File: src/design/bpr_pkg.sv
`timescale 1ns / 1ps
`default_nettype none

package bpr_pkg;

  localparam int unsigned LenWidth   = 5;
  localparam int unsigned PosWidth   = 4;
  localparam int unsigned ByteWidth  = 8;
  localparam int unsigned CountWidth = 32;
  localparam int unsigned RegWidth   = 64;
  localparam int unsigned TableWidth = 128;
  localparam int unsigned IndexWidth = 3;
  localparam int unsigned QueueDepth = 2;

  typedef enum logic [IndexWidth-1:0] {
    REG_PATTERN_LENGTH   = 3'd0,
    REG_PATTERN_LOW      = 3'd1,
    REG_PATTERN_HIGH     = 3'd2,
    REG_REPLACEMENT_LOW  = 3'd3,
    REG_REPLACEMENT_HIGH = 3'd4
  } reg_index_e;

  typedef enum logic [1:0] {
    CMD_REPLACE     = 2'd0,
    CMD_PREFIX_BYTE = 2'd1,
    CMD_PREFIX_FLUSH = 2'd2
  } cmd_kind_e;

  typedef struct packed {
    logic [LenWidth-1:0]   len;
    logic [TableWidth-1:0] pattern;
    logic [TableWidth-1:0] replacement;
  } cfg_t;

  typedef struct packed {
    cmd_kind_e             kind;
    logic [PosWidth-1:0]   last_idx;
    logic [ByteWidth-1:0]  data;
    logic [CountWidth-1:0] total;
  } cmd_t;

  function automatic logic [ByteWidth-1:0] pick_byte(
    input logic [TableWidth-1:0] bytes,
    input logic [PosWidth-1:0]   idx
  );
    pick_byte = bytes[{idx, 3'b000} +: ByteWidth];
  endfunction

endpackage

`default_nettype wire

File: src/design/bpr_regs.sv
`timescale 1ns / 1ps
`default_nettype none

module bpr_regs (
  input  wire logic                            clk_i,
  input  wire logic                            rst_ni,
  input  wire logic                            cfg_valid_i,
  output logic                                 cfg_ready_o,
  input  wire logic [bpr_pkg::IndexWidth-1:0]  cfg_index_i,
  input  wire logic [bpr_pkg::RegWidth-1:0]    cfg_data_i,
  output bpr_pkg::cfg_t                        cfg_o
);

  bpr_pkg::cfg_t cfg_q, cfg_d;

  assign cfg_ready_o = 1'b1;
  assign cfg_o       = cfg_q;

  always_comb begin
    cfg_d = cfg_q;
    if (cfg_valid_i) begin
      unique case (cfg_index_i)
        bpr_pkg::REG_PATTERN_LENGTH: cfg_d.len = cfg_data_i[bpr_pkg::LenWidth-1:0];
        bpr_pkg::REG_PATTERN_LOW: cfg_d.pattern[63:0] = cfg_data_i;
        bpr_pkg::REG_PATTERN_HIGH: cfg_d.pattern[127:64] = cfg_data_i;
        bpr_pkg::REG_REPLACEMENT_LOW: cfg_d.replacement[63:0] = cfg_data_i;
        bpr_pkg::REG_REPLACEMENT_HIGH: cfg_d.replacement[127:64] = cfg_data_i;
        default: cfg_d = cfg_q;
      endcase
    end
  end

  always_ff @(posedge clk_i or negedge rst_ni) begin
    if (!rst_ni) begin
      cfg_q.len         <= bpr_pkg::LenWidth'(1);
      cfg_q.pattern     <= '0;
      cfg_q.replacement <= '0;
    end else begin
      cfg_q <= cfg_d;
    end
  end

endmodule

`default_nettype wire

File: src/design/bpr_front.sv
`timescale 1ns / 1ps
`default_nettype none

module bpr_front #(
  parameter int unsigned MAX_PATTERN = 16
) (
  input  wire logic                           clk_i,
  input  wire logic                           rst_ni,
  input  wire bpr_pkg::cfg_t                  cfg_i,
  input  wire logic                           accept_i,
  input  wire logic                           mode_i,
  input  wire logic [bpr_pkg::ByteWidth-1:0]  data_byte_i,
  output logic                                push_o,
  output bpr_pkg::cmd_t                       cmd_o
);

  logic [bpr_pkg::PosWidth-1:0]   pos_q, pos_d;
  logic [bpr_pkg::CountWidth-1:0] cnt_q, cnt_d;
  logic [bpr_pkg::LenWidth-1:0]   len;
  logic [bpr_pkg::LenWidth-1:0]   next_pos;
  logic [bpr_pkg::CountWidth-1:0] cnt_inc;
  logic                           hit;
  logic                           complete;

  always_comb begin
    priority if (cfg_i.len == '0) begin
      len = bpr_pkg::LenWidth'(1);
    end else if (cfg_i.len > bpr_pkg::LenWidth'(MAX_PATTERN)) begin
      len = bpr_pkg::LenWidth'(MAX_PATTERN);
    end else begin
      len = cfg_i.len;
    end
  end

  assign hit      = data_byte_i == bpr_pkg::pick_byte(cfg_i.pattern, pos_q);
  assign next_pos = {1'b0, pos_q} + bpr_pkg::LenWidth'(1);
  assign complete = hit && (next_pos >= len);
  assign cnt_inc  = (cnt_q == '1) ? cnt_q : cnt_q + bpr_pkg::CountWidth'(1);

  always_comb begin
    pos_d           = pos_q;
    cnt_d           = cnt_q;
    push_o          = 1'b0;
    cmd_o.kind      = bpr_pkg::CMD_PREFIX_BYTE;
    cmd_o.last_idx  = pos_q;
    cmd_o.data      = data_byte_i;
    cmd_o.total     = cnt_q;
    if (accept_i) begin
      priority if (mode_i) begin
        push_o     = 1'b1;
        cmd_o.kind = bpr_pkg::CMD_PREFIX_FLUSH;
        pos_d      = '0;
        cnt_d      = '0;
      end else if (complete) begin
        push_o         = 1'b1;
        cmd_o.kind     = bpr_pkg::CMD_REPLACE;
        cmd_o.last_idx = bpr_pkg::PosWidth'(len - bpr_pkg::LenWidth'(1));
        cmd_o.total    = cnt_inc;
        pos_d          = '0;
        cnt_d          = cnt_inc;
      end else if (hit) begin
        pos_d = next_pos[bpr_pkg::PosWidth-1:0];
      end else begin
        push_o = 1'b1;
        pos_d  = '0;
      end
    end
  end

  always_ff @(posedge clk_i or negedge rst_ni) begin
    if (!rst_ni) begin
      pos_q <= '0;
      cnt_q <= '0;
    end else begin
      pos_q <= pos_d;
      cnt_q <= cnt_d;
    end
  end

endmodule

`default_nettype wire

File: src/design/bpr_queue.sv
`timescale 1ns / 1ps
`default_nettype none

module bpr_queue (
  input  wire logic           clk_i,
  input  wire logic           rst_ni,
  input  wire logic           push_i,
  input  wire bpr_pkg::cmd_t  cmd_i,
  output logic                full_o,
  input  wire logic           pop_i,
  output logic                valid_o,
  output bpr_pkg::cmd_t       cmd_o
);

  localparam int unsigned PtrWidth = $clog2(bpr_pkg::QueueDepth);
  localparam int unsigned CntWidth = $clog2(bpr_pkg::QueueDepth + 1);

  bpr_pkg::cmd_t        mem_q [bpr_pkg::QueueDepth];
  logic [PtrWidth-1:0]  wr_q, wr_d, rd_q, rd_d;
  logic [CntWidth-1:0]  cnt_q, cnt_d;

  assign full_o  = cnt_q == CntWidth'(bpr_pkg::QueueDepth);
  assign valid_o = cnt_q != '0;
  assign cmd_o   = mem_q[rd_q];

  always_comb begin
    wr_d  = wr_q;
    rd_d  = rd_q;
    cnt_d = cnt_q;
    if (push_i) begin
      wr_d = (wr_q == PtrWidth'(bpr_pkg::QueueDepth - 1)) ? '0 : wr_q + PtrWidth'(1);
    end
    if (pop_i) begin
      rd_d = (rd_q == PtrWidth'(bpr_pkg::QueueDepth - 1)) ? '0 : rd_q + PtrWidth'(1);
    end
    if (push_i && !pop_i) begin
      cnt_d = cnt_q + CntWidth'(1);
    end else if (pop_i && !push_i) begin
      cnt_d = cnt_q - CntWidth'(1);
    end
  end

  always_ff @(posedge clk_i) begin
    if (push_i) begin
      mem_q[wr_q] <= cmd_i;
    end
  end

  always_ff @(posedge clk_i or negedge rst_ni) begin
    if (!rst_ni) begin
      wr_q  <= '0;
      rd_q  <= '0;
      cnt_q <= '0;
    end else begin
      wr_q  <= wr_d;
      rd_q  <= rd_d;
      cnt_q <= cnt_d;
    end
  end

endmodule

`default_nettype wire

File: src/design/bpr_back.sv
`timescale 1ns / 1ps
`default_nettype none

module bpr_back (
  input  wire logic                             clk_i,
  input  wire logic                             rst_ni,
  input  wire bpr_pkg::cfg_t                    cfg_i,
  input  wire logic                             cmd_valid_i,
  input  wire bpr_pkg::cmd_t                    cmd_i,
  output logic                                  pop_o,
  output logic                                  out_valid_o,
  input  wire logic                             out_stall_i,
  output logic [bpr_pkg::ByteWidth-1:0]         out_byte_o,
  output logic                                  is_data_o,
  output logic [bpr_pkg::CountWidth-1:0]        match_total_o,
  output logic                                  last_o
);

  logic [bpr_pkg::PosWidth-1:0]   idx_q, idx_d;
  logic                           valid_q, valid_d;
  logic [bpr_pkg::ByteWidth-1:0]  byte_q, byte_d;
  logic                           data_q, data_d;
  logic [bpr_pkg::CountWidth-1:0] total_q;
  logic                           last_q, last_d;
  logic                           advance;

  assign advance = cmd_valid_i && (!valid_q || !out_stall_i);
  assign last_d  = idx_q == cmd_i.last_idx;
  assign pop_o   = advance && last_d;

  always_comb begin
    data_d = 1'b1;
    unique case (cmd_i.kind)
      bpr_pkg::CMD_REPLACE: byte_d = bpr_pkg::pick_byte(cfg_i.replacement, idx_q);
      bpr_pkg::CMD_PREFIX_BYTE: byte_d = last_d ? cmd_i.data
                                                : bpr_pkg::pick_byte(cfg_i.pattern, idx_q);
      bpr_pkg::CMD_PREFIX_FLUSH: begin
        byte_d = last_d ? '0 : bpr_pkg::pick_byte(cfg_i.pattern, idx_q);
        data_d = !last_d;
      end
      default: byte_d = '0;
    endcase
  end

  always_comb begin
    idx_d   = idx_q;
    valid_d = valid_q;
    if (advance) begin
      idx_d   = last_d ? '0 : idx_q + bpr_pkg::PosWidth'(1);
      valid_d = 1'b1;
    end else if (!out_stall_i) begin
      valid_d = 1'b0;
    end
  end

  always_ff @(posedge clk_i or negedge rst_ni) begin
    if (!rst_ni) begin
      idx_q   <= '0;
      valid_q <= 1'b0;
    end else begin
      idx_q   <= idx_d;
      valid_q <= valid_d;
    end
  end

  always_ff @(posedge clk_i) begin
    if (advance) begin
      byte_q  <= byte_d;
      data_q  <= data_d;
      total_q <= cmd_i.total;
      last_q  <= last_d;
    end
  end

  assign out_valid_o   = valid_q;
  assign out_byte_o    = byte_q;
  assign is_data_o     = data_q;
  assign match_total_o = total_q;
  assign last_o        = last_q;

endmodule

`default_nettype wire

File: src/design/byte_pattern_replacer_top.sv
// Channel   Direction  Handshake               Word
// in        input      in_valid_i / in_stall_o  mode_i, data_byte_i
// out       output     out_valid_o / out_stall_i out_byte_o, is_data_o, match_total_o, last_o
// cfg       input      cfg_valid_i / cfg_ready_o cfg_index_i, cfg_data_i
//
// An input word is classified in the cycle it is accepted, even while the back end is busy.
// Each result word leaves the output register one per cycle while out_stall_i is low, so
// an input word that causes n results (up to 16) occupies the back end until all n leave.
// A two-entry command queue between the front and back ends sets how far input runs ahead.
// Reset is asynchronous and active low; no clearing pass follows it.
// Input stalls only while the command queue is full.
`timescale 1ns / 1ps
`default_nettype none

module byte_pattern_replacer_top #(
  parameter int unsigned MAX_PATTERN = 16
) (
  input  wire logic                            clk_i,
  input  wire logic                            rst_ni,
  input  wire logic                            in_valid_i,
  output logic                                 in_stall_o,
  input  wire logic                            mode_i,
  input  wire logic [7:0]                      data_byte_i,
  output logic                                 out_valid_o,
  input  wire logic                            out_stall_i,
  output logic [7:0]                           out_byte_o,
  output logic                                 is_data_o,
  output logic [31:0]                          match_total_o,
  output logic                                 last_o,
  input  wire logic                            cfg_valid_i,
  output logic                                 cfg_ready_o,
  input  wire logic [bpr_pkg::IndexWidth-1:0]  cfg_index_i,
  input  wire logic [63:0]                     cfg_data_i
);

  bpr_pkg::cfg_t cfg;
  bpr_pkg::cmd_t push_cmd;
  bpr_pkg::cmd_t head_cmd;
  logic          push;
  logic          pop;
  logic          full;
  logic          head_valid;
  logic          accept;

  assign in_stall_o = full;
  assign accept     = in_valid_i && !full;

  bpr_regs u_regs (
    .clk_i       (clk_i),
    .rst_ni      (rst_ni),
    .cfg_valid_i (cfg_valid_i),
    .cfg_ready_o (cfg_ready_o),
    .cfg_index_i (cfg_index_i),
    .cfg_data_i  (cfg_data_i),
    .cfg_o       (cfg)
  );

  bpr_front #(
    .MAX_PATTERN (MAX_PATTERN)
  ) u_front (
    .clk_i       (clk_i),
    .rst_ni      (rst_ni),
    .cfg_i       (cfg),
    .accept_i    (accept),
    .mode_i      (mode_i),
    .data_byte_i (data_byte_i),
    .push_o      (push),
    .cmd_o       (push_cmd)
  );

  bpr_queue u_queue (
    .clk_i   (clk_i),
    .rst_ni  (rst_ni),
    .push_i  (push),
    .cmd_i   (push_cmd),
    .full_o  (full),
    .pop_i   (pop),
    .valid_o (head_valid),
    .cmd_o   (head_cmd)
  );

  bpr_back u_back (
    .clk_i         (clk_i),
    .rst_ni        (rst_ni),
    .cfg_i         (cfg),
    .cmd_valid_i   (head_valid),
    .cmd_i         (head_cmd),
    .pop_o         (pop),
    .out_valid_o   (out_valid_o),
    .out_stall_i   (out_stall_i),
    .out_byte_o    (out_byte_o),
    .is_data_o     (is_data_o),
    .match_total_o (match_total_o),
    .last_o        (last_o)
  );

endmodule

`default_nettype wire

File: config.mk
export PLATFORM = sky130hd
export DESIGN_NAME = byte_pattern_replacer_top
export DESIGN_NICKNAME = d
export VERILOG_FILES = /design/src/design/bpr_pkg.sv /design/src/design/bpr_regs.sv /design/src/design/bpr_front.sv /design/src/design/bpr_queue.sv /design/src/design/bpr_back.sv /design/src/design/byte_pattern_replacer_top.sv
export SDC_FILE = /design/constraint.sdc
export NUM_CORES = 1
export LEC_CHECK = 0
export BUFFER_PORTS_ARGS = -buffer_cell sky130_fd_sc_hd__buf_2
export CORE_ASPECT_RATIO = 1.4
export CORE_MARGIN = 4
export CORE_UTILIZATION = 42
export CTS_CLUSTER_DIAMETER = 150
export DETAILED_ROUTE_END_ITERATION = 10
export RECOVER_POWER = 25
export SLEW_MARGIN = 20
export SYNTH_ARGS = -nofsm -noshare
export SYNTH_HDL_FRONTEND = slang
export SYNTH_SLANG_ARGS = --single-unit
File: constraint.sdc
create_clock -name clk_i -period 16.5 [get_ports clk_i]
set_clock_uncertainty 0.15 [all_clocks]
set_input_delay 0 -clock clk_i [delete_from_list [all_inputs] [get_ports clk_i]]
set_output_delay 0 -clock clk_i [all_outputs]
set_load 0.01 [all_outputs]
Word level (Yosys, flattened, before mapping)
Memories as Yosys holds them, arrays and structs flattened.
Index checks and enable logic that the tools add are counted.
{ "word_totals": {"ff_bits": 348, "ram_bits": 92, "inputBits": 81, "n_memories": 1} }
{ "mem_list": {"columns": ["name", "depth", "width", "rd", "rd_ports_with_merged_regs", "wr", "line", "rtl"], "rows": [
  ["u_queue.mem_q", 2, 46, 1, 0, 1, "bpr_queue.sv:18", "bpr_pkg::cmd_t mem_q [bpr_pkg::QueueDepth];"]
]} }
{ "op_classes": {"addsub": 8, "order_cmp": 2, "eq_ne": 11, "shift": 3, "n_mux": 30, "reduce_logical": 23} }
{ "op_table": {"columns": ["op", "count"], "rows": [
  ["128-bit by 8-bit variable part select with 8-bit output", 3],
  ["32-bit 2-to-1 mux", 5],
  ["32-bit by 1-bit adder with 32-bit output, second input constant", 1],
  ["32-bit equality test, second input constant", 1],
  ["8-bit one-hot mux with 3 select lines", 1],
  ["4-bit 2-to-1 mux", 5],
  ["8-bit 2-to-1 mux", 2],
  ["5-bit 2-to-1 mux", 3],
  ["1-bit 2-to-1 mux", 10],
  ["2-bit AND reduction", 5],
  ["8-bit equality test", 1],
  ["3-bit by 2-bit equality test with 1-bit output, second input constant", 2],
  ["1-bit logical AND", 6],
  ["1-bit zero test", 6],
  ["2-bit 2-to-1 mux", 3],
  ["6-bit 2-to-1 mux", 1],
  ["4-bit by 1-bit adder with 5-bit output, second input constant", 1],
  ["5-bit >= comparator", 1],
  ["5-bit > comparator, second input constant", 1],
  ["5-bit zero test", 1],
  ["4-bit by 1-bit adder with 4-bit output, second input constant", 1],
  ["2-bit equality test, second input constant", 2],
  ["4-bit equality test", 1],
  ["2-bit nonzero test", 2],
  ["11 further kinds", 12]
]} }

Depth between registers and ports, before layout
Gate-level depths: netlist (run 1).
{ "logic_depth": {"word_depth": 12, "depth_mapped": 17, "mapped_depth_nobuf": 12} }

Cells and area by module
From an unflattened synthesis (run 1), not the netlist that was laid out.
{ "hier_totals": {"hier_cells": 1521, "hier_area_um2": 22032.4} }
{ "modules_own_cells": {"columns": ["module", "instances", "cells_each", "area_per_inst_um2", "seq_area_each_um2"], "rows": [
  ["bpr_regs", 1, 557, 9854.5, 6532.5],
  ["bpr_front", 1, 488, 4449.3, 900.9],
  ["bpr_back", 1, 316, 4082.7, 1386.3],
  ["bpr_queue", 1, 159, 3632.2, 2862.7],
  ["byte_pattern_replacer_top", 1, 1, 13.8, 0.0]
]} }

Least setup slack after synthesis (run 1)
Ideal clock, no wire load.
{ "synth_path": {"kind": "register to register", "startpoint": "register u_front.pos_q[0] in the netlist's numbering", "endpoint": "memory u_queue.mem_q[0][0] in the netlist's numbering (enable)", "setup_time_ps": 506, "arrival_ps": 5177, "slack_ps": 10667, "path_stages_with_launch": 13, "n_path_buf": 3, "path_cell_list": "dfrtp_1 buf_6 buf_12 and2_1 clkbuf_1 nand2_1 xnor2_1 ha_1 nand2_1 o31a_1 inv_1 nor3_1 nor3_1"} }
{ "synth_via": {"elab_chain_len": 8} }
{ "synth_lines": {"columns": ["item", "line", "rtl"], "rows": [
  ["start: declaration", "bpr_front.sv:17", "logic [bpr_pkg::PosWidth-1:0] pos_q, pos_d;"],
  ["start signal: assignment", "bpr_front.sv:75", "pos_q <= pos_d;"],
  ["128-bit by 8-bit variable part select with 8-bit output or 4-bit by 1-bit adder with 5-bit output (tied branches)", "bpr_pkg.sv:46, bpr_front.sv:36", null],
  ["8-bit equality test or 5-bit >= comparator (tied branches)", "bpr_front.sv:35, bpr_front.sv:37", null],
  ["1-bit 2-to-1 mux or 1-bit logical AND (tied branches)", "bpr_front.sv:61, bpr_front.sv:37", null],
  ["1-bit 2-to-1 mux (*)", "bpr_front.sv:54", "end else if (complete) begin"],
  ["1-bit 2-to-1 mux (*)", "bpr_front.sv:49", "priority if (mode_i) begin"],
  ["1-bit 2-to-1 mux (*)", "bpr_front.sv:48", "if (accept_i) begin"],
  ["1-bit 2-to-1 mux (*)", "bpr_queue.sv:44", "if (push_i) begin"],
  ["1-bit 2-to-1 mux (not written as such) (*)", "bpr_queue.sv:45", "mem_q[wr_q] <= cmd_i;"],
  ["end: declaration", "bpr_queue.sv:18", null]
]} }
Mark *: on every way between the ends. The rest lies on a longest branch, timed or not.

==> metrics, run 1 <==
remaining antenna violation count 0; GRT Total Usage 19.3%; Yosys top cell by area dfrtp_1; outcome finished, violations left; clock sinks 440; Hold/Removal Path Class in -> reg; Clock Root Buffer clkbuf_16; Routed wire per std cell 23.1 µm; Static Leakage 9.42 nW; power share of the combinational group 28.1%; Die Ht 270 µm; DP HPWL 35.8 mm; Hold Buf Count CTS 79; Post-synth top cells dfrtp_1, mux2_2, edfxtp_1; Synth top area share 36.9%; Max Fclk 123 MHz; Tmin final 8.15 ns; clock latency on the worst-skew pair 0.56 ns; Avg Synthesized Cell Area 14.9 µm²; Synth Area in XOR/XNOR 1.82%; Routed WL 51.6 mm; area grow syn2layout 16.5%; delay-heaviest family, CP buffers and inverters; unrepaired setup endpoints after global routing false; count of final max-slew check failures 309; sequential-to-total area share from yosys stat 56.6%; CTS tree done; WP buf/inv 4; DP Worst Slack 12.11 ns; total gr overflow 0; post-CTS setup buffers 0; post-CTS sizing 0; Slew Limit Headroom -405%; WP data arrival 6.78 ns; share of cells above drive strength 1 35.9%; vias in the first global route 13300; worst vdd ir 92.1 µV; Vias per Instance 5.65; Rows 95; EDFF count, synth 134; Iteration-0 DRC Markers 780; Critical Path Fanout Max 144; nets@finish 1660; Post-Syn Nets 1480; Finish-stage setup viols 0; Post-synth ARST share 69.5%; port buffer count 124; Yosys reg bits 440; worst-path cell chain dlygate4sd3_1, dlygate4sd3_1, clkbuf_1, clkbuf_1; complex-gate fraction of the synthesized area 4.11%; # diodes 0; # IOs 126; combinational family with the most area after synthesis multiplexers; required time of the worst setup path 15.13 ns; switching share of total power 30.5%; largest cells by area after synthesis dfrtp_1, edfxtp_1, mux2_2; post-layout util 49.7%; pwr/cell area 152 mW/mm²; Worst path slowest cell clkbuf_1; Simple-Gate Fraction of Synth Area 5.44%; core area 0.0484 mm²; post-synthesis cell type count 64; CTS max path bufs 3; Worst Tran Pin Value 7.57 ns; Sequential Power Share 43.6%; initial antenna violation count 1; ys flop type dfrtp_1; residual DRC count 0; routability cong. 0.848; violated checks max-capacitance violations, max-slew violations; mux contribution to synthesized area 29.2%; vias 12600; setup ws final 8.35 ns; Critical Path Start Type input pin; fill cell count 4159; Initial Util 42.7%; Int Pwr 2.54 mW; Hold Violations, Final 0; die area 0.0528 mm²; Post-Synth Adder-Cell Area 0.606%; setup_tns 0 ns; yosys warns 0; first-pass GRT wire length 79.5 mm; Setup crit end kind async pin; top-count cell post-synth dfrtp_1; Syn Inst Count 1389; Num CTS Buffers 44; First-pass DRT Iterations 5; Final period util 49.4%; CP max stage delay 5.25 ns; max cap viols 3; Clock Pin Slew Worst Setup and Hold Paths 0.07 ns; Fin Hold WS 0.0558 ns; Crit Path Class in -> async; Cell Area, Synth 0.0207 mm²; switching power 1.12 mW; htree depth 2; clock group share of total power 28.3%; largest net degree at the start of global routing 145; Die Wd 195 µm
## tightest hold or removal path, cell delays in order
cell and delay (ns):
buf_2 0.09, buf_4 0.33, o41ai_1 0.16, o2bb2ai_1 0.13
## metrics by stage
stage                     cell area (µm²)  instances  power, mW
final                               24100       2232       3.66
after global routing                24100       2232       3.84
after CTS                           24200       2232       3.73
after detailed placement            21900       2074       2.67
after global placement              21900       2074       2.64
after floorplan                     20700       1389       2.27
## cells in the final DEF (no fill, tap or decap), types with 5 or more instances in the layout
| cell | count |
|---|---|
| a21oi_1 | 36 |
| a22oi_1 | 18 |
| and2_1 | 8 |
| and3_1 | 12 |
| buf_2 | 72 |
| buf_4 | 15 |
| bufinv_16 | 6 |
| clkbuf_1 | 62 |
| clkbuf_16 | 45 |
| clkinv_2 | 6 |
| clkinvlp_4 | 7 |
| dfrtp_1 | 301 |
| dlygate4sd3_1 | 78 |
| edfxtp_1 | 134 |
| ha_1 | 10 |
| inv_1 | 20 |
| mux2_2 | 296 |
| mux2i_1 | 47 |
| mux4_2 | 96 |
| nand2_1 | 54 |
| nand2b_1 | 7 |
| nand3_1 | 17 |
| nand4_1 | 10 |
| nor2_1 | 27 |
| nor2b_1 | 8 |
| nor3_1 | 25 |
| o211ai_1 | 5 |
| o21ai_0 | 27 |
| o22ai_1 | 8 |
| o31ai_1 | 6 |
| or3_1 | 17 |
| or4_1 | 7 |
| xnor2_1 | 15 |
| xor2_1 | 28 |
## power by group through the flow
stage | combinational (mW) | sequential, mW | clock [mW]
6_report | 1.03 | 1.60 | 1.04
5_1_grt | 1.10 | 1.63 | 1.10
4_1_cts | 1.07 | 1.60 | 1.06
3_5_place_dp | 1.05 | 1.62 | 0
3_3_place_gp | 1.03 | 1.61 | 0
2_1_floorplan | 0.718 | 1.55 | 0
## cell families (layout without fill, tap and decap cells)
family / Yosys count / in the layout
multiplexers: 444 / 444
AO/OA/AOI/OAI: 127 / 127
AND/OR/NAND/NOR: 216 / 216
other: 1 / 1
XOR/XNOR: 43 / 43
buffers and inverters: 108 / 321
flip-flops: 440 / 440
adder cells (fa/ha/maj): 10 / 10
## flip-flops by register name, summed over array words and instances, names as in the netlist
register / cells
u_back.idx_q: 4
u_back.is_data_o: 1
u_back.last_o: 1
u_back.match_total_o: 32
u_back.out_byte_o: 8
u_back.out_valid_o: 1
u_front.cnt_q: 32
u_front.pos_q: 4
u_queue.cnt_q: 2
u_queue.mem_q: 92
u_queue.rd_q: 1
u_queue.wr_q: 1
u_regs.cfg_o: 261
## layer usage
| metal | up-vias | GRT usage, % | wire, µm |
|---|---|---|---|
| li1 | 5648 | - | - |
| met1 | 6575 | 22.1 | 19100 |
| met2 | 277 | 35.6 | 28000 |
| met3 | 109 | 2.38 | 1710 |
| met4 | 2 | 9.14 | 2730 |
| met5 | - | 0 | 13 |
## path summary, 6_finish.rpt
path / from / cells after the start / end / slack, ns
worst max-delay path: rst_ni / 4 / u_regs.cfg_o[73] / 8.35
min in group asynchronous: rst_ni / 4 / u_regs.cfg_o[162] / 1.98
worst min register to register: u_regs.cfg_o[125] / 1 / u_regs.cfg_o[125] / 0.35
max in group clk_i: u_front.pos_q[1] / 12 / u_queue.mem_q[0][1] / 12.04
worst min-delay path: mode_i / 4 / u_front.pos_q[2] / 0.06
worst max register to register: u_front.pos_q[1] / 12 / u_queue.mem_q[0][1] / 12.04
## layout make-up
cell class              count  area (µm²)  share of cell area (%)
multi-input cells         841        8560                    35.6
flip-flops and latches    440       11700                    48.6
clock buffers              55        1190                    4.96
clock inverters            24         288                    1.20
inverters                  22        82.6                   0.343
repair buffers            220        1460                    6.07
well taps                 630         788                    3.28
Note: power is estimated with default switching activity, not from simulation.
==> run 2, diff against run 1 <==
clock period = 6.5 ns   (was 16.5 ns; I/O delays follow)
==> metrics, run 2 (same netlist as run 1, synthesis figures left out) <==
vias in the first global route 13400; unrepaired setup endpoints after global routing false; count of final max-slew check failures 53; Tmin final 4.88 ns; dpl cells 2077; area grow syn2layout 17.8%; Static Leakage 9.57 nW; area occupied by multi-input gates 0.00856 mm²; Routed WL 51.2 mm; port buffer count 124; required time of the worst setup path 6.75 ns; setup_tns 0 ns; htree depth 2; Crit Path Class reg -> reg; Critical Path Start Type flop; DP HPWL 35.1 mm; share of cells above drive strength 1 36.5%; GRT Total Usage 19.3%; Clock Root Buffer clkbuf_16; Clock Pin Slew Worst Setup and Hold Paths 0.06 ns; Die Ht 270 µm; die area 0.0528 mm²; Final Cell Area 0.0243 mm²; Vias per Instance 5.62; Num CTS Buffers 45; First-pass DRT Iterations 8; Initial Util 42.7%; post-CTS setup buffers 0; outcome finished, violations left; register area 0.0117 mm²; residual DRC count 0; Hold/Removal Path Class in -> reg; Routed wire per std cell 22.8 µm; clock sinks 440; pwr/cell area 389 mW/mm²; violated checks max-capacitance violations, max-slew violations; commonest non-fill, non-tap cell in the layout dfrtp_1; CTS max path bufs 3; Max Fclk 205 MHz; worst-path cell chain nor2b_1, a22oi_1, a21oi_1, o221ai_1, a211oi_4, nand3_2, buf_4, or4_1, nand3_1; Finish-stage setup viols 0; routability cong. 0.809; max reg flops 261; largest net degree at the start of global routing 173; max cap viols 1; DP Area 0.0219 mm²; remaining antenna violation count 0; WP data arrival 5.13 ns; Worst path slowest cell dfrtp_1; Worst Tran Pin Value 3.16 ns; # IOs 126; CP max stage delay 0.85 ns; Rows 95; total power 9.46 mW; nets@finish 1667; fill cell count 4112; non-filler instance count after layout 2244; Critical Path Fanout Max 43; vias 12600; Die Wd 195 µm; Hold Violations, Final 0; Slew Limit Headroom -111%; CTS tree done; Iteration-0 DRC Markers 643; initial antenna violation count 1; core area 0.0484 mm²; clock latency on the worst-skew pair 0.56 ns; most frequent cells in the layout dfrtp_1, mux2_2, edfxtp_1; first-pass GRT wire length 79.9 mm; Final period util 75.1%; total gr overflow 0; worst vdd ir 238 µV; Setup crit end kind flop
## run 2: cell count changes in the layout (fill, tap and decap cells not counted), moves of 2 or more
cell	previous run	this run
buf_16	0	2
clkinvlp_4	7	3
clkbuf_1	62	60
inv_6	0	3
buf_4	15	18
clkinv_1	4	1
dlygate4sd3_1	78	80
clkbuf_16	45	48
clkbuf_8	3	10
## run 2: cell type report
| class | count | share of cell area (%) |
|---|---|---|
| Multi-Input combinational cell | 841 | 35.2 |
| Sequential cell | 440 | 48.1 |
| Clock inverter | 20 | 1.12 |
| Clock buffer | 64 | 5.60 |
| Antenna cell | 1 | 0.0103 |
| Inverter | 22 | 0.339 |
| Tap cell | 630 | 3.24 |
| Timing Repair Buffer | 226 | 6.45 |
## run 2: worst paths after layout
check / cells after the start / slack, ns / end / start
min in group asynchronous: 4 / 0.79 / u_regs.cfg_o[61] / rst_ni
max in group asynchronous: 4 / 2.20 / u_queue.rd_q / rst_ni
worst max register to register: 9 / 1.62 / u_queue.mem_q[1][8] / u_front.pos_q[0]
worst min register to register: 1 / 0.35 / u_regs.cfg_o[50] / u_regs.cfg_o[50]
worst max-delay path: 9 / 1.62 / u_queue.mem_q[1][8] / u_front.pos_q[0]
worst min-delay path: 4 / 0.03 / u_regs.cfg_o[260] / cfg_valid_i
## run 2: power breakdown
group	leakage [nW]	total [mW]	internal (mW)	switching [mW]
Clock	0.801	2.80	1.71	1.10
Sequential	5.02	3.99	3.60	0.389
Combinational	3.74	2.67	1.33	1.34
Total	9.57	9.46	6.63	2.83
## run 2: stage by stage
stage | util [%] | setup WS, ns | hold WS (ns)
CTS | 50.4 | 1.61 | 0.00584
floorplan | - | 0.667 | -0.446
detailed placement | 45.3 | 1.64 | -0.100
global placement | 45.3 | 1.74 | -0.109
finish | 50.3 | 1.62 | 0.0303
global route | 50.3 | 1.40 | 0.0564
## run 2: critical path, delay by kind of cell, from the launching register on
family | cells | cell delay (ns)
flops | 1 | 0.85
buf+inv | 1 | 0.48
simple gates | 4 | 1.97
compound gates | 4 | 1.26
## run 2: timing repair
action                    4_1_cts  5_1_grt
gates resized for setup         0        0
hold buffers                   81        0
hold endpoints to repair      370        0
## run 2: per-layer routing
layer  vias to the layer above  track usage [%]  part of all wire, %
met1                      6599             22.3                   37
met4                         0             7.28                  3.9
li1                       5655                -                    -
met5                         -                0                    0
met2                       262             36.3                   55
met3                        94             2.41                  3.5
==> run 3, diff against run 2 <==
clock period = 3.9 ns   (was 6.5 ns; I/O delays follow)
==> metrics, run 3 (same netlist as run 1, synthesis figures left out) <==
clock latency on the worst-skew pair 0.58 ns; residual DRC count 0; GRT Total Usage 19.6%; Fin Hold WS -0.0609 ns; Die Wd 195 µm; most frequent cells in the layout dfrtp_1, mux2_2, edfxtp_1; CTS max path bufs 3; Tmin final 3.63 ns; initial antenna violation count 0; area grow syn2layout 18.0%; post-CTS sizing 0; Clock Pin Slew Worst Setup and Hold Paths 0.06 ns; # IOs 126; WP data arrival 3.79 ns; Worst Tran Pin Value 1.58 ns; routability cong. 0.878; DP HPWL 36.6 mm; Final Cell Area 0.0244 mm²; Crit Path Class reg -> reg; Die Ht 270 µm; launch point of the worst reg-to-reg path u_front.pos_q[0]; max reg flops 261; post-layout util 50.4%; largest net degree at the start of global routing 129; Num CTS Buffers 44; outcome finished, violations left; port buffer count 124; worst-path cell chain buf_12, nor2b_1, a22oi_1, a21oi_1, o221ai_1, a211oi_4, nand2_2, buf_4, or4_1, mux2_4; violated checks negative hold slack, max-capacitance violations, max-slew violations; FF-to-FF path depth 10; required time of the worst setup path 4.06 ns; Setup crit end kind flop; share of cells above drive strength 1 36.9%; Initial Util 42.7%; pwr/cell area 638 mW/mm²; Register-to-Register Setup Slack 0.27 ns; worst vdd ir 402 µV; Static Leakage 9.62 nW; Max Fclk 276 MHz; Routed WL 51.7 mm; Iteration-0 DRC Markers 741; Final period util 93.1%; Slew Limit Headroom -5.08%; fill cell count 4138; First-pass DRT Iterations 5; DP Area 0.0222 mm²; Hold/Removal Path Class in -> async; CP max stage delay 0.55 ns; Routed wire per std cell 22.9 µm; total power 15.6 mW; setup_tns 0 ns; vias 12500; commonest non-fill, non-tap cell in the layout dfrtp_1; unrepaired setup endpoints after global routing false; max cap viols 1; CTS tree done; Hold Violations, Final 15; first-pass GRT wire length 80.5 mm; Worst path slowest cell or4_1; htree depth 2; Critical Path Start Type flop; # diodes 0; remaining antenna violation count 0; WP buf/inv 2; delay-heaviest family, CP simple AND/OR/NAND/NOR gates; Critical Path Fanout Max 27; clock sinks 440; vias in the first global route 13700; reg2reg end u_queue.mem_q[1][42]; Rows 95; Vias per Instance 5.55; total gr overflow 0; Finish-stage setup viols 0; die area 0.0528 mm²; Clock Root Buffer clkbuf_16; count of final max-slew check failures 29; nets@finish 1687; core area 0.0484 mm²
-- run 3: layout make-up --
| type | instances | area (µm²) | area share [%] |
|---|---|---|---|
| clock buffer | 60 | 1240 | 5.10 |
| inverter | 22 | 82.6 | 0.339 |
| sequential | 440 | 11700 | 47.9 |
| clock inverter | 20 | 218 | 0.893 |
| tap | 630 | 788 | 3.23 |
| timing repair buffer | 247 | 1800 | 7.37 |
| multi-input combinational | 841 | 8570 | 35.1 |
-- run 3: worst max-delay path by stage --
| stage | to | startpoint | slack, ns | cells past startpoint |
|---|---|---|---|---|
| 4_1_cts | u_queue.mem_q[0][14] | u_front.pos_q[0] | 0.04 | 10 |
| 3_5_place_dp | u_queue.mem_q[0][5] | u_front.pos_q[0] | 0.07 | 10 |
| 2_1_floorplan | u_queue.mem_q[1][0] | u_front.pos_q[0] | 0.02 | 9 |
| 6_report | u_queue.mem_q[1][42] | u_front.pos_q[0] | 0.27 | 10 |
| 3_3_place_gp | u_queue.mem_q[0][9] | u_front.pos_q[0] | 0.12 | 10 |
| 5_1_grt | u_front.cnt_q[25] | u_front.pos_q[0] | 0.06 | 11 |
-- run 3: power by group --
group | switching, mW | internal [mW]
clock network | 1.80 | 2.51
logic | 2.28 | 2.31
registers | 0.682 | 5.99
-- run 3: per-layer routing --
| layer | vias to the layer above | global-route usage [%] | share of wire, % |
|---|---|---|---|
| met5 | - | 0 | 0 |
| met4 | 0 | 7.08 | 3.9 |
| met3 | 98 | 2.91 | 3.4 |
| met2 | 249 | 37.0 | 55 |
| met1 | 6502 | 22.2 | 37 |
| li1 | 5697 | - | - |
-- run 3: per-stage QoR --
step	setup WS, ns	instances
floorplan	0.0153	1389
global placement	0.119	2100
detailed placement	0.0743	2100
CTS	0.0418	2257
global route	0.0594	2260
finish	0.271	2260
-- run 3: what timing repair did --
action                                  in CTS  in global routing
buffers inserted                             0                  3
hold buffers                                77                  0
endpoints found under the hold margin      410                  0
endpoints found under the setup margin       0                 28
